File: src/rtl/dha_pkg.sv
// Shared types and constants for the distance histogram accumulator.
// Used by every module of the block; depends on nothing.

package dha_pkg;

    localparam int DIST_W     = 16;               // Q8.8 distance and bounds
    localparam int NB_W       = 11;               // num_bins register
    localparam int SEL_W      = 10;               // bin_select and bin_index
    localparam int CNT_W      = 32;               // bin counts and total
    localparam int FUNC_W     = 2;
    localparam int QUO_W      = NB_W;             // quotient is below the active bin count
    localparam int NUM_W      = DIST_W + NB_W;    // (d - lo) * nb
    localparam int DSH_W      = DIST_W + QUO_W - 1;
    localparam int STEP_W     = 4;                // holds QUO_W - 1
    localparam int CFG_IDX_W  = 2;
    localparam int CFG_DATA_W = 16;
    localparam int S_TDATA_W  = 32;
    localparam int M_TDATA_W  = 80;

    localparam logic [FUNC_W-1:0] FUNC_ADD   = 2'd0;
    localparam logic [FUNC_W-1:0] FUNC_CLEAR = 2'd1;
    localparam logic [FUNC_W-1:0] FUNC_READ  = 2'd2;

    localparam logic [CFG_IDX_W-1:0] CFG_MIN_DIST = 2'd0;
    localparam logic [CFG_IDX_W-1:0] CFG_MAX_DIST = 2'd1;
    localparam logic [CFG_IDX_W-1:0] CFG_NUM_BINS = 2'd2;

    localparam logic [DIST_W-1:0] MIN_DIST_RESET = 16'd0;
    localparam logic [DIST_W-1:0] MAX_DIST_RESET = 16'd65535;
    localparam logic [NB_W-1:0]   NUM_BINS_RESET = 11'd1024;

    typedef enum logic [1:0] {
        OP_ADD,
        OP_SKIP,
        OP_CLEAR,
        OP_READ
    } op_t;

    typedef struct packed {
        op_t              op;
        logic [NUM_W-1:0] num;
        logic [DIST_W-1:0] den;
        logic [SEL_W-1:0] sel;
        logic             sel_ok;
    } cmd_t;

    typedef struct packed {
        logic init_busy;
    } back_status_t;

    typedef enum logic [2:0] {
        ST_INIT,
        ST_IDLE,
        ST_DIV,
        ST_RDA,
        ST_UPD,
        ST_CLR
    } back_state_t;

endpackage

File: src/rtl/dha_front.sv
// Front end: configuration registers, beat acceptance and classification.
// Depends on dha_pkg; feeds commands into dha_queue.

module dha_front #(
    parameter int MAX_BINS = 1024
) (
    input  logic                            aclk,
    input  logic                            aresetn,
    input  logic                            cfg_we,
    input  logic [dha_pkg::CFG_IDX_W-1:0]   cfg_index,
    input  logic [dha_pkg::CFG_DATA_W-1:0]  cfg_wdata,
    input  logic                            s_tvalid,
    output logic                            s_tready,
    input  logic [dha_pkg::S_TDATA_W-1:0]   s_tdata,
    input  logic [dha_pkg::FUNC_W-1:0]      s_tuser,
    input  logic                            q_full,
    input  dha_pkg::back_status_t           status,
    output logic                            push,
    output dha_pkg::cmd_t                   push_cmd
);

    logic [dha_pkg::DIST_W-1:0] min_reg, min_next;
    logic [dha_pkg::DIST_W-1:0] max_reg, max_next;
    logic [dha_pkg::NB_W-1:0]   nbins_reg, nbins_next;

    logic [dha_pkg::DIST_W-1:0] sample_dist;
    logic [dha_pkg::SEL_W-1:0]  sel;
    logic [dha_pkg::DIST_W-1:0] lo;
    logic [dha_pkg::DIST_W-1:0] hi;
    logic [dha_pkg::DIST_W-1:0] diff;
    logic [dha_pkg::NB_W-1:0]   nb;
    logic                       in_rng;

    always_comb begin
        min_next   = min_reg;
        max_next   = max_reg;
        nbins_next = nbins_reg;
        if (cfg_we) begin
            unique case (cfg_index)
                dha_pkg::CFG_MIN_DIST: min_next   = cfg_wdata;
                dha_pkg::CFG_MAX_DIST: max_next   = cfg_wdata;
                dha_pkg::CFG_NUM_BINS: nbins_next = cfg_wdata[dha_pkg::NB_W-1:0];
                default: ;
            endcase
        end
    end

    always_ff @(posedge aclk) begin
        if (!aresetn) begin
            min_reg   <= dha_pkg::MIN_DIST_RESET;
            max_reg   <= dha_pkg::MAX_DIST_RESET;
            nbins_reg <= dha_pkg::NUM_BINS_RESET;
        end else begin
            min_reg   <= min_next;
            max_reg   <= max_next;
            nbins_reg <= nbins_next;
        end
    end

    assign sample_dist = s_tdata[dha_pkg::DIST_W-1:0];
    assign sel         = s_tdata[dha_pkg::DIST_W +: dha_pkg::SEL_W];

    always_comb begin
        // order the bounds so that lo <= hi
        if (max_reg < min_reg) begin
            lo = max_reg;
            hi = min_reg;
        end else begin
            lo = min_reg;
            hi = max_reg;
        end
        in_rng = (sample_dist >= lo) && (sample_dist < hi);
        diff   = sample_dist - lo;

        if (nbins_reg == '0) begin
            nb = dha_pkg::NB_W'(1);
        end else if (32'(nbins_reg) > 32'(MAX_BINS)) begin
            nb = dha_pkg::NB_W'(MAX_BINS);
        end else begin
            nb = nbins_reg;
        end

        push_cmd.num    = dha_pkg::NUM_W'(diff) * dha_pkg::NUM_W'(nb);
        push_cmd.den    = hi - lo;
        push_cmd.sel    = sel;
        push_cmd.sel_ok = 32'(sel) < 32'(MAX_BINS);

        unique case (s_tuser)
            dha_pkg::FUNC_ADD:   push_cmd.op = in_rng ? dha_pkg::OP_ADD : dha_pkg::OP_SKIP;
            dha_pkg::FUNC_CLEAR: push_cmd.op = dha_pkg::OP_CLEAR;
            dha_pkg::FUNC_READ:  push_cmd.op = dha_pkg::OP_READ;
            default:             push_cmd.op = dha_pkg::OP_SKIP;
        endcase
    end

    assign s_tready = !q_full && !status.init_busy;
    assign push     = s_tvalid && s_tready;

endmodule

File: config.mk
export PLATFORM = sky130hd
export DESIGN_NAME = dha_front
export DESIGN_NICKNAME = d
export VERILOG_FILES = /design/src/rtl/dha_pkg.sv /design/src/rtl/dha_front.sv
export SDC_FILE = /design/constraint.sdc
export NUM_CORES = 1
export LEC_CHECK = 0
export BUFFER_PORTS_ARGS = -buffer_cell sky130_fd_sc_hd__buf_2
export CORE_UTILIZATION = 60
export DETAILED_ROUTE_END_ITERATION = 6
export GPL_TIMING_DRIVEN = 1
export PLACE_DENSITY = 0.81
export SLEW_MARGIN = 30
export SYNTH_ARGS = -nofsm -noshare
export SYNTH_HDL_FRONTEND = slang
export SYNTH_SLANG_ARGS = --single-unit
File: constraint.sdc
create_clock -name aclk -period 21 [get_ports aclk]
set_input_delay 3.15 -clock aclk [delete_from_list [all_inputs] [get_ports aclk]]
set_output_delay 3.15 -clock aclk [all_outputs]
set_load 0.03 [all_outputs]
==> results by group <==
Synthesis
  • Syn Nets: 1638
  • Synth unique cells: 81
  • Top cells by area, synth: fa_1 24%, ha_1 13%, dfxtp_1 8.1%
  • Synth async-reset ratio: 0%
  • Ys flop type: dfxtp_1
  • Synthesis-stage register bit count: 43
  • Post-synthesis cell count: 1346
  • Synth warn: 0
  • Area leader, netlist: fa_1
  • Post-synth EDFFs: 0
  • Post-synth top area share: a little under a quarter
  • Synth Area per Inst: 7.888 µm²
  • Seq/Total Area, Yosys: 8.107%
  • Mapped Area: 10620 µm²

Worst setup path
  • Critical path launch point type: input pin
  • Slowest cell on the critical path: xnor2_1
  • WP data arrival: 11.17 ns
  • Crit end category: output port
  • CP most frequent cell: fa_1
  • Worst path required time: 17.85 ns
  • CP peak stage delay: 0.79 ns
  • Crit Path Max Fanout: 7
  • Kind of critical path: input pin to output port

Status
  • Outcome: complete, no violations

Die
  • Die Y: 135.0 µm
  • CORE AREA: 17300 µm²
  • Total I/O pin count: around 120
  • Initial Util: 61.39%
  • FP Rows: between 40 and 50
  • Die area: between 15000 and 20000 µm²
  • Die Wd: roughly 140 µm

Finish
  • Final nets: 1670
  • Final core utilization: 65.04%
  • Finished Layout Cells: 1604
  • Diodes inserted: 0
  • Fin area: 11250 µm²
  • Area Overhead vs Synth: 5.951%
  • Most common cell after layout, fill and taps aside: inv_1
  • Layout cells sized above 1: roughly 11%
  • Most frequent cells in the layout: 179 x inv_1, 161 x nand2_1, 125 x fa_1, 123 x nor2_1, 109 x ha_1

Run
  • Max Cap Viol: 0

Drt
  • DRC violations left: 0
  • Met1 wire length: 11.04 mm
  • DRT Pass-1 Iters: 6
  • Routed wire length per instance: ~16 µm
  • Top sig layer: met4
  • Met2 WL post-DR: 12.53 mm
  • Met3 Wirelength: 2.256 mm
  • Via/cell ratio: 5.943
  • Routed WL: 26.30 mm
  • Vias: around 9500
  • Post-DRT Antenna Nets: 0
  • Initial DRC Count: 782

Clock network
  • # hold bufs at CTS: 0
  • Clock latency at the later pin of the worst-skew pair: 0.29 ns
  • Cts bufs inserted: 5
  • Worst-path clk slew: 0.06 ns
  • Postcts setup bufs: 0
  • CTS resizes: 0
  • CTS tree: done
  • CTS root buffer: clkbuf_16
  • Htree depth: 2
  • Clock Path Buffers: 2
  • Clk sink count: 43

Timing
  • Tightest Pin Transition: around 1 ns
  • Post-Route Setup TNS: 0 ns
  • Setup Viol. Count Final: 0
  • Setup Skew: 0 ns
  • Final hold violation count: 0
  • RSZ-0062 raised after global routing: false
  • Period Utilization, post-route: 68.17%
  • Final Max Tran Viols: 0
  • Max_slew headroom: 33.08%
  • Tmin final: 14.32 ns
  • Fmax achieved: 69.85 MHz

Global route
  • Grt ovf: 0
  • GRT Overall Usage: 30.44%
  • First-pass GRT wire length: 44.28 mm
  • Initial antenna violation count: 0
  • Vias in the first global route: between 9000 and 10000
  • Largest net degree at the start of global routing: between 40 and 50

Placed design
  • Cells after DPL: 1596
  • RD Place Congestion: 0.9467
  • Final HPWL DP: 21.26 mm
  • PortBufs: 88
  • Post-DP Area: 11070 µm²

Power and ir drop
  • PD cells: 47.26 nW/µm²
  • Worst VDD drop: about 0.000034 V
  • Pleak: 5.396 nW

Min path
  • Hold Crit Class: flop to flop
[final timing paths]
check / start / to / slack (ns) / cells after the start
setup / recovery: s_tdata[3] / push_cmd[52] / 6.68 / 27
hold / removal: min_reg[10]$_SDFFE_PN0P_ / min_reg[10]$_SDFFE_PN0P_ / 0.47 / 2
setup reg to reg: nbins_reg[10]$_SDFFE_PN1P_ / nbins_reg[10]$_SDFFE_PN1P_ / 19.25 / 4
hold reg to reg: min_reg[10]$_SDFFE_PN0P_ / min_reg[10]$_SDFFE_PN0P_ / 0.47 / 2
[final cells by class]
cell class                 count  area (µm²)
tap                          225       281.5
clock buffer                   5       125.1
multi-input combinational   1053        8762
clock inverter                 3       47.55
timing repair buffer          96       500.5
sequential                    43       860.8
fill                        1515        6047
inverter                     179       671.9
[synth_stat cells (4+ instances only)]
master and instances:
a211oi_1 7, a21boi_0 27, a21o_1 17, a21oi_1 56, a21oi_2 4, a31oi_1 10, and2_1 25, and3_1 11
buf_1 5, buf_2 5, buf_4 14, clkbuf_1 43, dfxtp_1 43, fa_1 125, ha_1 109, inv_1 179
mux2i_1 25, nand2_1 161, nand2b_1 27, nand3_1 35, nand4_1 22, nor2_1 123, nor2b_1 29, nor3_1 21
nor3b_2 8, nor4_1 6, o211ai_1 5, o21a_1 8, o21ai_0 31, o21ai_1 8, o21ai_2 5, o21bai_1 4
o311ai_0 7, o31ai_1 8, or2_2 7, xnor2_1 47, xor2_1 14
[power breakdown]
group	internal (mW)	switching [mW]
Sequential	0.0849	0.00471
Clock	0.0568	0.0349
Combinational	0.124	0.226
[layer usage]
layer | vias up | global-route usage [%]
met3 | 51 | 4.204
met2 | 384 | 52.55
met4 | 0 | 7.303
met5 | - | 0
li1 | 4501 | -
met1 | 4596 | 40.18
[worst max-delay path, delay by kind of cell]
family	cells	cell delay [ns]
fa+ha+maj	7	3.18
compound gates	8	2.07
xor+xnor	2	0.95
simple gates	6	1.37
buf+inv	4	0.42
[cells by family after synthesis]
family,synth area share [%]
mux,2.463
xor+xnor,5.185
compound gates,15.23
simple gates,22.65
flops,8.108
fa+ha+maj,36.72
other cells,0.03532
buf+inv,9.616
[stage by stage]
step / total power, mW / setup WS [ns] / hold slack, ns
6_report: 0.5316 / 6.684 / 0.4669
5_1_grt: 0.5715 / 6.044 / 0.4923
4_1_cts: 0.5301 / 6.748 / 0.4693
3_5_place_dp: 0.4377 / 6.787 / 0.4608
3_3_place_gp: 0.4290 / 6.804 / 0.4543
2_1_floorplan: 0.3580 / 8.123 / 0.4434
(Power assumes the default switching activity.)
