===== src/rtl/dha_pkg.sv =====
// Shared types and constants for the distance histogram accumulator.
// Used by every module of the block; depends on nothing.

package dha_pkg;

    localparam int DIST_W     = 16;               // Q8.8 distance and bounds
    localparam int NB_W       = 11;               // num_bins register
    localparam int SEL_W      = 10;               // bin_select and bin_index
    localparam int CNT_W      = 32;               // bin counts and total
    localparam int FUNC_W     = 2;
    localparam int QUO_W      = NB_W;             // quotient is below the active bin count
    localparam int NUM_W      = DIST_W + NB_W;    // (d - lo) * nb
    localparam int DSH_W      = DIST_W + QUO_W - 1;
    localparam int STEP_W     = 4;                // holds QUO_W - 1
    localparam int CFG_IDX_W  = 2;
    localparam int CFG_DATA_W = 16;
    localparam int S_TDATA_W  = 32;
    localparam int M_TDATA_W  = 80;

    localparam logic [FUNC_W-1:0] FUNC_ADD   = 2'd0;
    localparam logic [FUNC_W-1:0] FUNC_CLEAR = 2'd1;
    localparam logic [FUNC_W-1:0] FUNC_READ  = 2'd2;

    localparam logic [CFG_IDX_W-1:0] CFG_MIN_DIST = 2'd0;
    localparam logic [CFG_IDX_W-1:0] CFG_MAX_DIST = 2'd1;
    localparam logic [CFG_IDX_W-1:0] CFG_NUM_BINS = 2'd2;

    localparam logic [DIST_W-1:0] MIN_DIST_RESET = 16'd0;
    localparam logic [DIST_W-1:0] MAX_DIST_RESET = 16'd65535;
    localparam logic [NB_W-1:0]   NUM_BINS_RESET = 11'd1024;

    typedef enum logic [1:0] {
        OP_ADD,
        OP_SKIP,
        OP_CLEAR,
        OP_READ
    } op_t;

    typedef struct packed {
        op_t              op;
        logic [NUM_W-1:0] num;
        logic [DIST_W-1:0] den;
        logic [SEL_W-1:0] sel;
        logic             sel_ok;
    } cmd_t;

    typedef struct packed {
        logic init_busy;
    } back_status_t;

    typedef enum logic [2:0] {
        ST_INIT,
        ST_IDLE,
        ST_DIV,
        ST_RDA,
        ST_UPD,
        ST_CLR
    } back_state_t;

endpackage


===== src/rtl/dha_queue.sv =====
// Two-entry command queue between the front end and the back end.
// Depends on dha_pkg for the command type.

module dha_queue (
    input  logic          aclk,
    input  logic          aresetn,
    input  logic          push,
    input  dha_pkg::cmd_t push_cmd,
    output logic          full,
    input  logic          pop,
    output logic          valid,
    output dha_pkg::cmd_t head
);

    dha_pkg::cmd_t slot_reg [2];
    logic       wr_ptr_reg, wr_ptr_next;
    logic       rd_ptr_reg, rd_ptr_next;
    logic [1:0] cnt_reg, cnt_next;

    assign valid = (cnt_reg != 2'd0);
    assign full  = (cnt_reg == 2'd2);
    assign head  = slot_reg[rd_ptr_reg];

    always_comb begin
        wr_ptr_next = wr_ptr_reg;
        rd_ptr_next = rd_ptr_reg;
        cnt_next    = cnt_reg;
        if (push) begin
            wr_ptr_next = !wr_ptr_reg;
        end
        if (pop) begin
            rd_ptr_next = !rd_ptr_reg;
        end
        case ({push, pop})
            2'b10:   cnt_next = cnt_reg + 2'd1;
            2'b01:   cnt_next = cnt_reg - 2'd1;
            default: cnt_next = cnt_reg;
        endcase
    end

    always_ff @(posedge aclk) begin
        if (!aresetn) begin
            wr_ptr_reg <= 1'b0;
            rd_ptr_reg <= 1'b0;
            cnt_reg    <= 2'd0;
        end else begin
            wr_ptr_reg <= wr_ptr_next;
            rd_ptr_reg <= rd_ptr_next;
            cnt_reg    <= cnt_next;
        end
    end

    always_ff @(posedge aclk) begin
        if (push) begin
            slot_reg[wr_ptr_reg] <= push_cmd;
        end
    end

endmodule


===== config.mk =====
export PLATFORM = sky130hd
export DESIGN_NAME = dha_queue
export DESIGN_NICKNAME = d
export VERILOG_FILES = /design/src/rtl/dha_pkg.sv /design/src/rtl/dha_queue.sv
export SDC_FILE = /design/constraint.sdc
export NUM_CORES = 1
export LEC_CHECK = 0
export ABC_AREA = 0
export BUFFER_PORTS_ARGS = -buffer_cell sky130_fd_sc_hd__buf_2
export CORE_MARGIN = 2
export CORE_UTILIZATION = 55
export CTS_CLUSTER_SIZE = 28
export DETAILED_ROUTE_END_ITERATION = 6
export MAX_ROUTING_LAYER = met4
export PLACE_DENSITY_LB_ADDON = 0.3
export SYNTH_ARGS = -nofsm -noshare
export SYNTH_HDL_FRONTEND = slang
export SYNTH_SLANG_ARGS = --single-unit

===== constraint.sdc =====
create_clock -name aclk -period 7.5 [get_ports aclk]
set_clock_uncertainty 0.05 [all_clocks]
set_input_delay 1.125 -clock aclk [delete_from_list [all_inputs] [get_ports aclk]]
set_output_delay 1.125 -clock aclk [all_outputs]
set_load 0.02 [all_outputs]

==> flow_summary.toml, run 1 <==
[hold_path]
whs_path_depth = 2
hold_end = "cnt_reg[1]"
hp-start = "cnt_reg[1]"
hp-class = "reg2reg"

[power_and_ir_drop]
peakVddDrop_v = 0.000213
netSwitchingPower_w = 0.000371
pwr-share-clk_pct = 42.7
fin_total_pwr_w = 0.00163
p_int_w = 0.00126
power_frac_comb_pct = 10.1
seq_power_share_pct = 47.2
p_sw_share_pct = 22.7
power_leakage_nw = 2.10
power_density_nw_per_um2 = 297

[finish]
syn_to_final_growth_pct = 29.1
antenna_cells = 0
fin_nets = 390
drive_gt1_share_pct = 61.4
largest_reg_flops = 112

[die]
core-area_um2 = 7610
die_area_um2 = 8450
ios = 118
row_count = 32
die_h_um = 91.9
start_util_pct = 55.9
die_w_um = 91.9

[global_routing]
grt_max_degree = 34
antenna_found_initial = 0
grtUsageTotal_pct = 18.4
overflow = 0
grt_pass1_wl_um = 11000
grt_pass1_vias = 2280

[setup_path]
max_stage_delay_ps = 690
reg2reg_depth = 2
cp_max_fo = 32
critical_path_arrival_ps = 2260
cp_top_family = "flip-flops"
crit_path_top_delay_cell = "dfxtp_2"
cp_num_buf_inv = 2
reg2reg_from = "wr_ptr_reg"
worstSetupPathType = "reg2out"
path_cells = "buf_4 -> mux2_2 -> buf_2"
rr_endpoint = "slot_reg[0][22]"
crit_required_ps = 6320
cp-start-kind = "flip-flop"
worstSetupEndpointType = "output pin"
reg2reg_slack_ps = 5620

[route]
viasPerCell = 5.01
drt-total-wl_um = 7200
wl_per_cell_um = 16.2
first_iter_violations = 134
ant_nets = 0
post-route-drc-count = 0
vias = 2224
drtPass1Iterations = 4

[clocking]
cts_buffer_depth = 2
root_buffer = "clkbuf_8"
clock-sinks = 117
cts-buffers-inserted = 17
ctsResizeCount = 0
post_cts_buffers = 0
h-tree-depth = 4
clk_pin_slew_ps = 50
clock_latency_ps = 490
cts_tree = "yes"
cts_hold_buf = 0

[logic_synthesis]
ys_ff_latch = 117
syn-mean-instance-area_um2 = 21.7
syn_nets = 257
synth.distinct_cells = 18
synth_area_um2 = 4250
ys_warn_count = 0
synth_cells = 196
ys_seq_area_share_pct = 81.4

[sta]
drv_slew = 0
finalHoldViolations = 0
final.min_clock_period_ps = 3440
worst_slew_pin_slew_ps = 705
setup_viol = 0
fin_crit_sh_pct = 45.8
slew_headroom_pct = 52.9
max_freq_mhz = 291
rsz0062_at_grt = "false"
setup_tns_ps = 0

[outcome]
status = "finished, final reports clean"

[placement]
dp.final_hpwl_um = 4680
io_buffers = 117
place_congestion = 0.717

[job]
cap_violations = 0
## synth_stat cells
master,n,share of area [%]
xor2_1,1,0.21
o21ai_0,1,0.12
ha_1,1,0.29
nor2b_1,1,0.15
inv_1,1,0.088
or3_1,1,0.15
buf_2,2,0.24
o21a_1,1,0.18
buf_4,4,0.71
a21boi_1,1,0.18
mux2_2,56,15
or2_2,1,0.15
edfxtp_1,112,79
and2_1,4,0.59
and2b_2,1,0.21
dfxtp_1,5,2.4
xnor2_1,2,0.41
nor2_1,1,0.088
## layout by cell type (no fill, tap or decap), drive strengths merged
cell type / n
clkinvlp: 1
ha: 1
and2: 4
bufinv: 1
o21a: 1
inv: 1
dfxtp: 5
and2b: 1
a21boi: 1
edfxtp: 112
clkbuf: 18
clkinv: 12
o21ai: 1
xor2: 1
mux2: 56
nor2: 1
buf: 120
or2: 1
xnor2: 2
nor2b: 1
or3: 1
## metrics by stage
| stage | setup slack [ps] | instances | utilization (%) | instance area, µm² | hold WS (ps) |
|---|---|---|---|---|---|
| after floorplan | 3410 | 196 | - | 4250 | 411 |
| after global placement | 4570 | 412 | 65.2 | 4960 | 426 |
| after detailed placement | 4550 | 412 | 65.2 | 4960 | 462 |
| after CTS | 4000 | 444 | 72.2 | 5490 | 467 |
| after global routing | 3910 | 444 | 72.2 | 5490 | 488 |
| final | 4060 | 444 | 72.2 | 5490 | 463 |
## power by group through the flow
stage	Sequential (W)	Combinational [W]	Clock (W)
global route	0.000772	0.000177	0.000741
global placement	0.000780	0.000164	0
floorplan	0.000776	0.000113	0
CTS	0.000770	0.000168	0.000710
finish	0.000769	0.000165	0.000696
detailed placement	0.000783	0.000166	0
## cell type report
type | instances | area (µm²)
Fill cell | 497 | 2120
Inverter | 1 | 3.75
Tap cell | 102 | 128
Sequential cell | 117 | 3460
Clock buffer | 18 | 418
Clock inverter | 14 | 114
Timing Repair Buffer | 120 | 608
Multi-Input combinational cell | 72 | 754
## worst register-to-register path, stage by stage (launching register included)
cell and delay [ps]:
dfxtp_1 340, nor2_4 580, buf_4 530
## how the worst max path moves through the flow
stage                    from        endpoint  slack [ps]  depth (start not counted)
floorplan                push  slot_reg[0][0]        3410                          2
global placement    flip-flop        head[35]        4570                          3
detailed placement  flip-flop        head[10]        4550                          3
CTS                 flip-flop         head[8]        4000                          3
global route        flip-flop         head[8]        3910                          3
finish              flip-flop         head[8]        4060                          3
## cell families after synthesis
family,share of synthesized area [%]
DFF,81.4
muxes,14.8
and+or+nand+nor,1.32
buffers and inverters,1.03
AOI/OAI and AO/OA,0.471
xor gates and xnor gates,0.618
adders and majority gates,0.294
## per-layer routing
| layer | global-route usage, % | share of wire [%] | wire length [µm] | vias to the layer above |
|---|---|---|---|---|
| met4 | 6.34 | 0.76 | 55 | 0 |
| met5 | - | 0 | 0 | - |
| met1 | 20.3 | 40 | 2860 | 1112 |
| li1 | - | - | - | 1036 |
| met3 | 8.55 | 5.8 | 421 | 6 |
| met2 | 29.8 | 54 | 3860 | 70 |
Power figures use the tool's default switching activity.
==> inputs of run 2 (changes only) <==
--- a/config.mk
+++ b/config.mk
@@ -8,7 +8,7 @@
 export ABC_AREA = 0
 export BUFFER_PORTS_ARGS = -buffer_cell sky130_fd_sc_hd__buf_2
 export CORE_MARGIN = 2
-export CORE_UTILIZATION = 55
+export CORE_UTILIZATION = 51
 export CTS_CLUSTER_SIZE = 28
 export DETAILED_ROUTE_END_ITERATION = 6
 export MAX_ROUTING_LAYER = met4
==> constraint.sdc (replaced) <==
create_clock -name aclk -period 3.5 [get_ports aclk]
set_clock_uncertainty 0.05 [all_clocks]
set_input_delay 0.525 -clock aclk [delete_from_list [all_inputs] [get_ports aclk]]
set_output_delay 0.525 -clock aclk [all_outputs]
set_load 0.02 [all_outputs]
==> run 2 against run 1 <==
  * Register-to-register slack got worse by 3900 ps
  * Combinational power up 120%
  * Clock power increased to 2.7 times the previous value
  * Cell area grew 2.8%
  * Sequential share of layout area down 1.7 points
  * First-iteration DRC count fell by 21%
  * Setup slack lost 3100 ps
  * Critical path type unchanged
  * Critical endpoint is now head[50]
  * Highest routed layer unchanged
==> flow_summary.toml, run 2 (synthesized netlist as in run 1, its figures left out) <==
[clocking]
h-tree-depth = 4
cts_buffer_depth = 2
ctsResizeCount = 0
cts_tree = "yes"
root_buffer = "clkbuf_8"
clk_pin_slew_ps = 60
clock-sinks = 117
clock_latency_ps = 500
cts_hold_buf = 0
cts-buffers-inserted = 17
post_cts_buffers = 0

[sta]
slew_headroom_pct = 48.4
final.min_clock_period_ps = 2570
setup_viol = 0
fin_crit_sh_pct = 73.4
rsz0062_at_grt = "false"
drv_slew = 0
finalHoldViolations = 0
worst_slew_pin_slew_ps = 774
worst_slack_ps = 929
max_freq_mhz = 389
setup_tns_ps = 0

[power_and_ir_drop]
power_density_nw_per_um2 = 686
fin_total_pwr_w = 0.00387
power_leakage_nw = 2.16
peakVddDrop_v = 0.000441

[die]
die_area_um2 = 9080
die_h_um = 95.3
row_count = 33
core-area_um2 = 8130
start_util_pct = 52.3
ios = 118
die_w_um = 95.3

[global_routing]
antenna_found_initial = 1
met2_usage_pct = 27.7
use_met1_pct = 18.9
overflow = 0
grt_max_degree = 42
grt_pass1_vias = 2245
grt_pass1_wl_um = 10800
met3_usage_pct = 7.19
grtUsageTotal_pct = 17.5
busiest_layer = "met2"

[finish]
largest_reg_flops = 112
regArea_um2 = 3460
nFillCells = 562
syn_to_final_growth_pct = 32.8
layout_commonest_cell = "buf_2"
fin_nets = 391
multi_input_area_um2 = 754
drive_gt1_share_pct = 61.8
most-common-layout-cells = "buf_2, edfxtp_1, mux2_2"
final_util_pct = 69.4

[route]
wl_per_cell_um = 16.4
first_iter_violations = 106
viasPerCell = 4.98
ant_nets = 0
vias = 2234
post-route-drc-count = 0
drt-total-wl_um = 7350
drtPass1Iterations = 6

[setup_path]
worstSetupPathType = "reg2out"
cp_max_fo = 37
cp_num_buf_inv = 2
cp_top_family = "flip-flops"
crit_required_ps = 2920
max_stage_delay_ps = 640
cp-start-kind = "flip-flop"
crit_path_top_delay_cell = "dfxtp_2"
worstSetupEndpointType = "output pin"
path_cells = "buf_12 -> mux2_2 -> buf_2"
critical_path_arrival_ps = 2000
reg2reg_from = "wr_ptr_reg"

[job]
cap_violations = 0

[placement]
dpl_worst_slack_ps = 1430
io_buffers = 117
place_congestion = 0.681
dp.final_hpwl_um = 4750

[hold_path]
hp-class = "in2reg"
hp-start = "push_cmd[2]"

[outcome]
status = "finished, final reports clean"
## run 2: cell count changes in the layout (fill, tap and decap cells not counted), sizes merged
cell	change
bufinv	+5
diode	+1
clkinvlp	+1
buf	+1
clkbuf	-1
clkinv	-5
## run 2: power by group
part	internal (W)	leakage, nW	switching (W)	total (W)
Sequential	0.00162	1.09	0.0000278	0.00165
Clock	0.00129	0.313	0.000577	0.00187
Combinational	0.000157	0.756	0.000204	0.000361
Total	0.00307	2.16	0.000809	0.00387
## run 2: layout make-up
type | instances | share of cell area [%]
tap | 105 | 2.33
multi-input combinational | 72 | 13.4
clock inverter | 15 | 4.17
sequential | 117 | 61.4
antenna | 1 | 0.0443
timing repair buffer | 121 | 11.3
inverter | 1 | 0.0665
clock buffer | 17 | 7.33
## run 2: per-layer routing
layer  up-vias  share of wire (%)
met2        79                 51
met4         0                1.2
met5         -                  0
met3         7                7.0
li1       1049                  -
met1      1099                 41
## run 2: path summary, 6_finish.rpt
path,to,slack [ps],cells after the start
max,head[50],930,3
min,slot_reg[1][2],160,1
max reg2reg,slot_reg[1][7],1680,2
min reg2reg,cnt_reg[1],460,2
## run 2: metrics by stage
stage	hold slack, ps	cell area (µm²)	cells
after CTS	128	5640	448
after floorplan	411	4250	196
after detailed placement	448	4990	416
final	163	5650	449
after global routing	127	5650	449
after global placement	428	4990	416
